[config.mk]
export PLATFORM = sky130hd
export DESIGN_NAME = optical_flow_ground_velocity_unit
export DESIGN_NICKNAME = d
export VERILOG_FILES = /design/src/rtl/ofgv_pkg.sv /design/src/rtl/ofgv_mac.sv /design/src/rtl/ofgv_seq.sv /design/src/rtl/optical_flow_ground_velocity_unit.sv
export SDC_FILE = /design/constraint.sdc
export NUM_CORES = 2
export LEC_CHECK = 0
export BUFFER_PORTS_ARGS = -buffer_cell sky130_fd_sc_hd__buf_2
export CAP_MARGIN = 20
export CORE_MARGIN = 10
export CORE_UTILIZATION = 59
export CTS_BUF_LIST = sky130_fd_sc_hd__clkbuf_8
export DETAILED_ROUTE_END_ITERATION = 8
export HOLD_SLACK_MARGIN = 0.03
export PLACE_DENSITY = 0.8
export SYNTH_ARGS = -nofsm -noshare
export SYNTH_HDL_FRONTEND = slang
export SYNTH_SLANG_ARGS = --single-unit
[constraint.sdc]
create_clock -name clk -period 9.2 [get_ports clk]
set_clock_uncertainty 0.1 [all_clocks]
set_input_delay 0 -clock clk [delete_from_list [all_inputs] [get_ports clk]]
set_output_delay 0 -clock clk [all_outputs]
set_load 0.05 [all_outputs]
[src/rtl/ofgv_pkg.sv]
// Package for the optical flow ground velocity unit: types, constants, program table.
package ofgv_pkg;

  localparam int unsigned CfgAddrWidth = 4;
  localparam int unsigned CfgDataWidth = 32;

  localparam logic [15:0] PPR_RESET = 16'd41728;
  localparam logic [23:0] MF_RESET  = 24'd103180;
  localparam logic [7:0]  QTH_RESET = 8'd10;

  // 45 degrees in Q2.13 radians
  localparam logic signed [15:0] TILT_LIMIT = 16'sd6433;

  // raw count times 32, shifted up 16, gives Q.21
  localparam logic signed [17:0] COUNT_SCALE = 18'sd32;

  // half an LSB for the Q.14 and Q.24 round-half-up steps
  localparam logic signed [63:0] RND14 = 64'sh0000_0000_0000_2000;
  localparam logic signed [63:0] RND24 = 64'sh0000_0000_0080_0000;

  localparam logic [3:0] LAST_ISSUE = 4'd13;
  localparam logic [3:0] DRAIN_STEP = 4'd14;

  typedef enum logic [1:0] {
    REG_PPR = 2'd0,
    REG_MF  = 2'd1,
    REG_QTH = 2'd2
  } cfg_reg_t;

  typedef struct packed {
    logic signed [15:0] roll_angle;
    logic signed [15:0] pitch_angle;
    logic signed [15:0] yaw_cosine;
    logic signed [15:0] yaw_sine;
    logic signed [15:0] height;
    logic [7:0]         quality;
    logic               moved;
    logic signed [7:0]  delta_x;
    logic signed [7:0]  delta_y;
  } in_item_t;

  typedef struct packed {
    logic signed [31:0] velocity_lon;
    logic signed [31:0] velocity_lat;
    logic               accepted;
    logic signed [15:0] sum_x;
    logic signed [15:0] sum_y;
  } out_item_t;

  typedef enum logic [1:0] {
    SEQ_IDLE,
    SEQ_CALC,
    SEQ_DONE
  } seq_state_t;

  typedef enum logic [2:0] {
    A_DROLL,
    A_DPITCH,
    A_DX,
    A_DY,
    A_NCX,
    A_NCY,
    A_XCM,
    A_YCM
  } a_sel_t;

  typedef enum logic [2:0] {
    B_PPR,
    B_SCALE,
    B_HSUM,
    B_MF_LO,
    B_MF_HI,
    B_SIN,
    B_COS
  } b_sel_t;

  typedef enum logic [1:0] {
    BASE_ZERO,
    BASE_ACC,
    BASE_RND14,
    BASE_RND24
  } base_t;

  typedef enum logic [3:0] {
    DEST_NONE,
    DEST_NCX,
    DEST_NCY,
    DEST_XCM_H,
    DEST_YCM_H,
    DEST_XCM_M,
    DEST_YCM_M,
    DEST_LON,
    DEST_LAT
  } dest_t;

  typedef struct packed {
    logic   valid;
    a_sel_t a_sel;
    b_sel_t b_sel;
    logic   shift_hi;
    logic   negate;
    base_t  base;
    dest_t  dest;
  } mac_op_t;

  typedef struct packed {
    logic idle;
    logic load_out;
  } seq_status_t;

  localparam mac_op_t OP_NOP = '{
    valid: 1'b0, a_sel: A_DROLL, b_sel: B_PPR, shift_hi: 1'b0,
    negate: 1'b0, base: BASE_ZERO, dest: DEST_NONE
  };

  function automatic mac_op_t mk_op(input a_sel_t a, input b_sel_t b, input logic hi,
                                    input logic neg, input base_t base, input dest_t dest);
    mac_op_t op;
    op.valid    = 1'b1;
    op.a_sel    = a;
    op.b_sel    = b;
    op.shift_hi = hi;
    op.negate   = neg;
    op.base     = base;
    op.dest     = dest;
    return op;
  endfunction

  // one multiply-accumulate issue per step
  function automatic mac_op_t prog(input logic [3:0] step);
    mac_op_t op;
    op = OP_NOP;
    unique case (step)
      4'd0:    op = mk_op(A_DROLL,  B_PPR,   1'b0, 1'b0, BASE_ZERO,  DEST_NONE);
      4'd1:    op = mk_op(A_DX,     B_SCALE, 1'b1, 1'b1, BASE_ACC,   DEST_NCX);
      4'd2:    op = mk_op(A_DPITCH, B_PPR,   1'b0, 1'b1, BASE_ZERO,  DEST_NONE);
      4'd3:    op = mk_op(A_DY,     B_SCALE, 1'b1, 1'b1, BASE_ACC,   DEST_NCY);
      4'd4:    op = mk_op(A_NCX,    B_HSUM,  1'b0, 1'b0, BASE_RND14, DEST_XCM_H);
      4'd5:    op = mk_op(A_NCY,    B_HSUM,  1'b0, 1'b0, BASE_RND14, DEST_YCM_H);
      4'd6:    op = mk_op(A_XCM,    B_MF_LO, 1'b0, 1'b0, BASE_RND24, DEST_NONE);
      4'd7:    op = mk_op(A_XCM,    B_MF_HI, 1'b1, 1'b0, BASE_ACC,   DEST_XCM_M);
      4'd8:    op = mk_op(A_YCM,    B_MF_LO, 1'b0, 1'b0, BASE_RND24, DEST_NONE);
      4'd9:    op = mk_op(A_YCM,    B_MF_HI, 1'b1, 1'b0, BASE_ACC,   DEST_YCM_M);
      4'd10:   op = mk_op(A_XCM,    B_SIN,   1'b0, 1'b0, BASE_RND14, DEST_NONE);
      4'd11:   op = mk_op(A_YCM,    B_COS,   1'b0, 1'b0, BASE_ACC,   DEST_LON);
      4'd12:   op = mk_op(A_YCM,    B_SIN,   1'b0, 1'b0, BASE_RND14, DEST_NONE);
      4'd13:   op = mk_op(A_XCM,    B_COS,   1'b0, 1'b1, BASE_ACC,   DEST_LAT);
      default: op = OP_NOP;
    endcase
    return op;
  endfunction

  function automatic logic signed [31:0] sat32(input logic signed [49:0] v);
    logic signed [31:0] r;
    if (v > 50'sd2147483647) begin
      r = 32'sh7FFF_FFFF;
    end else if (v < -50'sd2147483648) begin
      r = 32'sh8000_0000;
    end else begin
      r = v[31:0];
    end
    return r;
  endfunction

endpackage

[src/rtl/ofgv_mac.sv]
// Shared two-stage multiply-accumulate unit: product register, then accumulator.
module ofgv_mac (
  input  logic                  clk,
  input  logic                  rst,
  input  ofgv_pkg::mac_op_t     op,
  input  logic signed [39:0]    a,
  input  logic signed [17:0]    b,
  output ofgv_pkg::mac_op_t     done_op,
  output logic signed [63:0]    res
);

  ofgv_pkg::mac_op_t  op1;
  logic signed [57:0] prod;
  logic signed [63:0] acc;
  logic signed [63:0] term;
  logic signed [63:0] addend;
  logic signed [63:0] base_val;

  always_ff @(posedge clk) begin
    prod <= a * b;
    if (rst) begin
      op1 <= ofgv_pkg::OP_NOP;
    end else begin
      op1 <= op;
    end
  end

  always_comb begin
    term = {{6{prod[57]}}, prod};
    if (op1.shift_hi) begin
      term = {term[47:0], 16'b0};
    end
    addend = op1.negate ? -term : term;
    case (op1.base)
      ofgv_pkg::BASE_ACC:   base_val = acc;
      ofgv_pkg::BASE_RND14: base_val = ofgv_pkg::RND14;
      ofgv_pkg::BASE_RND24: base_val = ofgv_pkg::RND24;
      default:              base_val = '0;
    endcase
    res = base_val + addend;
  end

  always_ff @(posedge clk) begin
    if (op1.valid) begin
      acc <= res;
    end
  end

  assign done_op = op1;

endmodule

[src/rtl/ofgv_seq.sv]
// Sequencer: steps the multiply-accumulate program and hands off the result.
module ofgv_seq (
  input  logic                  clk,
  input  logic                  rst,
  input  logic                  start,
  input  logic                  skip,
  input  logic                  out_free,
  output ofgv_pkg::mac_op_t     op,
  output ofgv_pkg::seq_status_t status
);

  ofgv_pkg::seq_state_t state;
  ofgv_pkg::seq_state_t state_next;
  logic [3:0]           step;
  logic [3:0]           step_next;

  always_ff @(posedge clk) begin
    if (rst) begin
      state <= ofgv_pkg::SEQ_IDLE;
      step  <= '0;
    end else begin
      state <= state_next;
      step  <= step_next;
    end
  end

  always_comb begin
    state_next      = state;
    step_next       = step;
    op              = ofgv_pkg::OP_NOP;
    status.idle     = 1'b0;
    status.load_out = 1'b0;
    unique case (state)
      ofgv_pkg::SEQ_IDLE: begin
        status.idle = 1'b1;
        step_next   = '0;
        if (start) begin
          state_next = ofgv_pkg::SEQ_CALC;
        end else if (skip) begin
          state_next = ofgv_pkg::SEQ_DONE;
        end
      end
      ofgv_pkg::SEQ_CALC: begin
        if (step <= ofgv_pkg::LAST_ISSUE) begin
          op = ofgv_pkg::prog(step);
        end
        step_next = step + 4'd1;
        if (step == ofgv_pkg::DRAIN_STEP) begin
          state_next = ofgv_pkg::SEQ_DONE;
        end
      end
      ofgv_pkg::SEQ_DONE: begin
        if (out_free) begin
          status.load_out = 1'b1;
          state_next      = ofgv_pkg::SEQ_IDLE;
        end
      end
      default: state_next = ofgv_pkg::SEQ_IDLE;
    endcase
  end

endmodule

[src/rtl/optical_flow_ground_velocity_unit.sv]
// Top level of the optical flow ground velocity unit: ports, registers, operand select.
//
//  channel  | direction | handshake               | payload
//  in       | input     | in_valid / in_stall     | in_data  (ofgv_pkg::in_item_t)
//  out      | output    | out_valid / out_stall   | out_data (ofgv_pkg::out_item_t)
//  config   | input     | psel/penable/pwrite     | paddr, pwdata, prdata, pready
//
// A gated-off sample skips the calculation and goes straight to the done state.
// An accepted sample runs 14 issues through one 40x18 multiply-accumulate unit
// (two stages); after a drain step the done state loads the result and returns to
// idle to take the next sample. The output register frees the input side while a
// result waits; a stalled output only holds the block when the next result is due.
// Reset clears configuration to defaults and all kept state to zero.
module optical_flow_ground_velocity_unit (
  input  logic                                  clk,
  input  logic                                  rst,
  input  logic                                  in_valid,
  output logic                                  in_stall,
  input  ofgv_pkg::in_item_t                    in_data,
  output logic                                  out_valid,
  input  logic                                  out_stall,
  output ofgv_pkg::out_item_t                   out_data,
  input  logic                                  psel,
  input  logic                                  penable,
  input  logic                                  pwrite,
  input  logic [ofgv_pkg::CfgAddrWidth-1:0]     paddr,
  input  logic [ofgv_pkg::CfgDataWidth-1:0]     pwdata,
  output logic [ofgv_pkg::CfgDataWidth-1:0]     prdata,
  output logic                                  pready
);

  logic [15:0] ppr;
  logic [23:0] mf;
  logic [7:0]  qth;

  logic signed [15:0] prev_roll;
  logic signed [15:0] prev_pitch;
  logic signed [15:0] prev_height;
  logic signed [15:0] total_x;
  logic signed [15:0] total_y;
  logic signed [31:0] held_lon;
  logic signed [31:0] held_lat;
  logic               acc_flag;

  logic signed [16:0] droll;
  logic signed [16:0] dpitch;
  logic signed [7:0]  dx;
  logic signed [7:0]  dy;
  logic signed [17:0] hsum;
  logic signed [15:0] ysin;
  logic signed [15:0] ycos;
  logic signed [33:0] ncx;
  logic signed [33:0] ncy;
  logic signed [37:0] xcm;
  logic signed [37:0] ycm;

  logic               accept;
  logic               cfg_write;
  logic               gate;
  logic signed [7:0]  dx_in;
  logic signed [7:0]  dy_in;
  logic signed [15:0] h_clamp;
  logic               out_free;

  ofgv_pkg::mac_op_t     op;
  ofgv_pkg::mac_op_t     done_op;
  ofgv_pkg::seq_status_t status;
  logic signed [39:0]    mac_a;
  logic signed [17:0]    mac_b;
  logic signed [63:0]    res;

  assign pready    = 1'b1;
  assign cfg_write = psel && penable && pwrite && pready;
  assign accept    = in_valid && !in_stall;
  assign in_stall  = !status.idle;
  assign out_free  = !out_valid || !out_stall;

  assign dx_in   = in_data.moved ? in_data.delta_x : 8'sd0;
  assign dy_in   = in_data.moved ? in_data.delta_y : 8'sd0;
  assign h_clamp = in_data.height[15] ? 16'sd0 : in_data.height;
  assign gate    = (in_data.quality >= qth)
                && (in_data.roll_angle <= ofgv_pkg::TILT_LIMIT)
                && (in_data.roll_angle >= -ofgv_pkg::TILT_LIMIT)
                && (in_data.pitch_angle <= ofgv_pkg::TILT_LIMIT)
                && (in_data.pitch_angle >= -ofgv_pkg::TILT_LIMIT);

  // configuration
  always_ff @(posedge clk) begin
    if (rst) begin
      ppr <= ofgv_pkg::PPR_RESET;
      mf  <= ofgv_pkg::MF_RESET;
      qth <= ofgv_pkg::QTH_RESET;
    end else if (cfg_write) begin
      unique case (ofgv_pkg::cfg_reg_t'(paddr[3:2]))
        ofgv_pkg::REG_PPR: ppr <= pwdata[15:0];
        ofgv_pkg::REG_MF:  mf  <= pwdata[23:0];
        ofgv_pkg::REG_QTH: qth <= pwdata[7:0];
        default: ;
      endcase
    end
  end

  always_comb begin
    unique case (ofgv_pkg::cfg_reg_t'(paddr[3:2]))
      ofgv_pkg::REG_PPR: prdata = {16'b0, ppr};
      ofgv_pkg::REG_MF:  prdata = {8'b0, mf};
      ofgv_pkg::REG_QTH: prdata = {24'b0, qth};
      default:           prdata = '0;
    endcase
  end

  // sample capture and kept state
  always_ff @(posedge clk) begin
    if (rst) begin
      prev_roll   <= '0;
      prev_pitch  <= '0;
      prev_height <= '0;
      total_x     <= '0;
      total_y     <= '0;
      acc_flag    <= 1'b0;
    end else if (accept) begin
      prev_roll   <= in_data.roll_angle;
      prev_pitch  <= in_data.pitch_angle;
      prev_height <= gate ? h_clamp : in_data.height;
      total_x     <= total_x + {{8{dx_in[7]}}, dx_in};
      total_y     <= total_y + {{8{dy_in[7]}}, dy_in};
      acc_flag    <= gate;
    end
  end

  always_ff @(posedge clk) begin
    if (accept) begin
      droll  <= {in_data.roll_angle[15], in_data.roll_angle} - {prev_roll[15], prev_roll};
      dpitch <= {in_data.pitch_angle[15], in_data.pitch_angle}
              - {prev_pitch[15], prev_pitch};
      dx     <= dx_in;
      dy     <= dy_in;
      hsum   <= {2'b0, h_clamp} + {{2{prev_height[15]}}, prev_height};
      ysin   <= in_data.yaw_sine;
      ycos   <= in_data.yaw_cosine;
    end
  end

  // operand select
  always_comb begin
    case (op.a_sel)
      ofgv_pkg::A_DROLL:  mac_a = {{23{droll[16]}}, droll};
      ofgv_pkg::A_DPITCH: mac_a = {{23{dpitch[16]}}, dpitch};
      ofgv_pkg::A_DX:     mac_a = {{32{dx[7]}}, dx};
      ofgv_pkg::A_DY:     mac_a = {{32{dy[7]}}, dy};
      ofgv_pkg::A_NCX:    mac_a = {{6{ncx[33]}}, ncx};
      ofgv_pkg::A_NCY:    mac_a = {{6{ncy[33]}}, ncy};
      ofgv_pkg::A_XCM:    mac_a = {{2{xcm[37]}}, xcm};
      ofgv_pkg::A_YCM:    mac_a = {{2{ycm[37]}}, ycm};
      default:            mac_a = '0;
    endcase
    case (op.b_sel)
      ofgv_pkg::B_PPR:   mac_b = {2'b0, ppr};
      ofgv_pkg::B_SCALE: mac_b = ofgv_pkg::COUNT_SCALE;
      ofgv_pkg::B_HSUM:  mac_b = hsum;
      ofgv_pkg::B_MF_LO: mac_b = {2'b0, mf[15:0]};
      ofgv_pkg::B_MF_HI: mac_b = {10'b0, mf[23:16]};
      ofgv_pkg::B_SIN:   mac_b = {{2{ysin[15]}}, ysin};
      ofgv_pkg::B_COS:   mac_b = {{2{ycos[15]}}, ycos};
      default:           mac_b = '0;
    endcase
  end

  ofgv_mac u_mac (
    .clk     (clk),
    .rst     (rst),
    .op      (op),
    .a       (mac_a),
    .b       (mac_b),
    .done_op (done_op),
    .res     (res)
  );

  ofgv_seq u_seq (
    .clk      (clk),
    .rst      (rst),
    .start    (accept && gate),
    .skip     (accept && !gate),
    .out_free (out_free),
    .op       (op),
    .status   (status)
  );

  // intermediate results
  always_ff @(posedge clk) begin
    if (done_op.valid) begin
      case (done_op.dest)
        ofgv_pkg::DEST_NCX:   ncx <= res[33:0];
        ofgv_pkg::DEST_NCY:   ncy <= res[33:0];
        ofgv_pkg::DEST_XCM_H: xcm <= res[51:14];
        ofgv_pkg::DEST_YCM_H: ycm <= res[51:14];
        ofgv_pkg::DEST_XCM_M: xcm <= res[61:24];
        ofgv_pkg::DEST_YCM_M: ycm <= res[61:24];
        default: ;
      endcase
    end
  end

  always_ff @(posedge clk) begin
    if (rst) begin
      held_lon <= '0;
      held_lat <= '0;
    end else if (done_op.valid) begin
      if (done_op.dest == ofgv_pkg::DEST_LON) begin
        held_lon <= ofgv_pkg::sat32(res[63:14]);
      end
      if (done_op.dest == ofgv_pkg::DEST_LAT) begin
        held_lat <= ofgv_pkg::sat32(res[63:14]);
      end
    end
  end

  // output register
  always_ff @(posedge clk) begin
    if (rst) begin
      out_valid <= 1'b0;
    end else if (status.load_out) begin
      out_valid <= 1'b1;
    end else if (!out_stall) begin
      out_valid <= 1'b0;
    end
  end

  always_ff @(posedge clk) begin
    if (status.load_out) begin
      out_data.velocity_lon <= held_lon;
      out_data.velocity_lat <= held_lat;
      out_data.accepted     <= acc_flag;
      out_data.sum_x        <= total_x;
      out_data.sum_y        <= total_y;
    end
  end

`ifndef SYNTHESIS
  a_busy_after_accept: assert property (@(posedge clk) disable iff (rst)
    accept |=> in_stall)
    else $error("input side open right after a transfer");

  a_no_overwrite: assert property (@(posedge clk) disable iff (rst)
    status.load_out |-> out_free)
    else $error("result loaded over a stalled output");

  a_mac_only_busy: assert property (@(posedge clk) disable iff (rst)
    done_op.valid |-> !status.idle && !$past(status.idle))
    else $error("multiply-accumulate active while idle");
`endif

endmodule

==> flow_summary.yaml <==
critical_path:
  path_max_fanout: 19
  arrival_ns: 9.56
  required_ns: 9.75
  slowest_delay_ns: 0.57
  cpMostUsedCell: "fa_1"
  slowest_stage: "fa_1"
  criticalPathCategory: "flop to flop"
  end_kind: "flop"
  worstSetupStartpointType: "flop"
pwr:
  net-switching-power_mw: 6.76
  p_comb_share_pct: 55.1
  power_density_nw_per_um2: 222
  power.share.switching_pct: 44.7
  power.internal_mw: 8.37
  power_mw: 15.1
  vdd_drop_max_mv: 0.199
  clockPowerShare_pct: 18.9
  leakagePower_nw: 30.5
  seqPwrFrac_pct: 26.0
detailed_routing:
  drtIter0Drc: 5991
  wl_per_cell_um: 23.7
  finalWirelength_um: 197000
  final_antenna_net_count: 0
  via_per_inst: 6.14
  drtPass1Iterations: 8
  route.detailed.drc: 0
  via_count: 51000
floorplanning:
  die-area_um2: 112000
  core_um2: 98400
  initial_core_util_pct: 59.5
  placement_rows: 115
  dieHeight_um: 335
  num_io_pins: 280
  die_w_um: 335
layout:
  final_common_cell: "inv_1"
  layout-drive-gt1-share_pct: 11.3
  synthToLayoutAreaGrowth_pct: 16.5
  nFillCells: 7068
  final_cell_mix: "989 x inv_1, 980 x nand2_1, 664 x fa_1"
  nets: 8004
status:
  status: "completed"
yosys:
  syn_inst: 6308
  yosysSeqAreaShare_pct: 30.3
  synth_ff_type: "edfxtp_1"
  synth_edf_count: 404
  async_reset_ff_share_pct: 0
  avgSynthCellArea_um2: 9.29
  ys_warn_count: 0
  synth_cell_types: 99
  synthesis.area_um2: 58600
  ys_ff_latch: 686
timing:
  fin_ws_ns: 0.192
  min_period_ns: 9.01
  holdWs_ns: 0.120
  worst_slew_pin_slew_ns: 1.24
  setup_violations: 0
  fmaxAchievable_mhz: 111
  period_share_pct: 97.9
  slew_headroom_pct: 16.9
  slew_viol_final: 0
  tns_ns: 0
  finalHoldViolations: 0
cts:
  cts_inserted_buffers: 110
  clk_path_buf_depth: 3
  cts_tree: "done"
  cts_htree_levels: 3
  cts-root-buf: "clkbuf_8"
  insertion_delay_ns: 0.82
  clkTransAtPathRegs_ns: 0.07
  clkSinkCount: 686
worst_hold_path:
  min_path_type: "input port to flop"
place:
  dp_hpwl_um: 136000
  globalplace.congestion: 0.966
  dpl_worst_slack_ns: -0.147
  port_buffers: 260
grt:
  grt_pass1_vias: 52300
  grt_max_degree: 86
  grt_pass1_wl_um: 303000
  grt.total_usage_pct: 35.0
  grt_antenna_before_repair: 26
  overflow: 0
flow_run:
  maxCapViolations: 0
-- kinds of logic after synthesis --
group,count (synthesis),synth area share [%]
compound gates,1136,12.7
mux,68,1.18
buf+inv,1270,8.36
xor+xnor,214,3.21
flops,686,30.3
other cells,2,0.0128
simple gates,1975,15.2
fa+ha+maj,957,29.0
-- power by group through the flow --
stage	registers (mW)	clock network [mW]	logic [mW]
global placement	3.97	0	7.68
detailed placement	3.96	0	7.79
CTS	3.91	2.84	8.01
floorplan	3.91	0	5.26
global route	3.94	2.99	9.16
finish	3.94	2.85	8.34
-- final cells by class --
| class | count | area [um^2] | share of cell area, % |
|---|---|---|---|
| Multi-Input combinational cell | 4359 | 36500 | 53.4 |
| Sequential cell | 686 | 17800 | 26.1 |
| Tap cell | 1287 | 1610 | 2.36 |
| Inverter | 961 | 3620 | 5.30 |
| Antenna cell | 22 | 55.1 | 0.0807 |
| Clock buffer | 120 | 1650 | 2.42 |
| Timing Repair Buffer | 781 | 6350 | 9.30 |
| Clock inverter | 88 | 694 | 1.02 |
-- timing repair --
action	CTS	global route
setup buffers	3	15
gates resized for setup	21	75
endpoints found under the hold margin	279	0
endpoints found under the setup margin	10	16
hold buffers	297	0
gates cloned	0	1
pin swaps	2	20
-- per-layer routing --
metal	vias up	share of wire, %	track usage [%]
met5	-	0.080	1.15
met4	10	5.3	16.8
met3	916	12	11.3
met2	3493	45	53.6
met1	24600	38	44.4
li1	21900	-	-
-- Yosys cell counts (20+ instances only) --
cell / count / share of area, %
nand2_1: 984 / 6.3
inv_1: 959 / 6.1
fa_1: 664 / 23
edfxtp_1: 404 / 21
nor2_1: 398 / 2.6
a21oi_1: 319 / 2.7
ha_1: 293 / 6.3
dfxtp_1: 282 / 9.6
clkbuf_1: 253 / 1.6
o21ai_0: 249 / 2.1
and2_1: 174 / 1.9
xnor2_1: 125 / 1.9
a22oi_1: 111 / 1.4
xor2_1: 88 / 1.3
a21o_1: 84 / 1.1
nor3_1: 74 / 0.63
nor2b_1: 71 / 0.76
a221o_1: 65 / 1.1
mux2i_1: 60 / 1.0
nand3_1: 60 / 0.51
nand4_1: 34 / 0.36
a31oi_1: 32 / 0.34
nand2b_1: 32 / 0.34
a221oi_1: 29 / 0.43
and3_1: 26 / 0.28
a21boi_0: 25 / 0.32
o21bai_1: 25 / 0.32
buf_4: 20 / 0.26
or3_1: 20 / 0.21
-- worst max-delay path: cells and delay by family (launching register included) --
family	cells	cell delay, ns
and+or+nand+nor	11	2.54
adders and majority gates	7	3.27
buffers and inverters	5	0.86
xor gates and xnor gates	1	0.15
DFF	1	0.44
AOI/OAI and AO/OA	6	1.48
-- per-stage QoR --
stage          instances  util [%]  area (um^2)
3_3_place_gp        7753      63.2        62200
2_1_floorplan       6315         -        58600
4_1_cts             8263      68.7        67600
6_report            8304      69.3        68200
3_5_place_dp        7755      63.2        62200
5_1_grt             8293      69.3        68200
-- path summary, 6_finish.rpt --
path	from	to	slack (ns)	depth (start not counted)
hold / removal	out_stall	u_seq.state[0]	0.12	5
setup reg to reg	u_seq.state[0]	u_mac.prod[53]	0.19	30
setup / recovery	u_seq.state[0]	u_mac.prod[53]	0.19	30
hold reg to reg	held_lat[31]	out_data[64]	0.32	0
-- registers in the layout (all words and copies together) (netlist names), 17 cells and up, named ones only --
name and flops:
dpitch 17, xcm 38, ycm 38, hsum 17, droll 17, mf 24, ncx 34, out_data 97
held_lon 32, held_lat 32, u_mac.acc 64, u_mac.prod 58, ncy 34
Power figures use the tool's default switching activity.
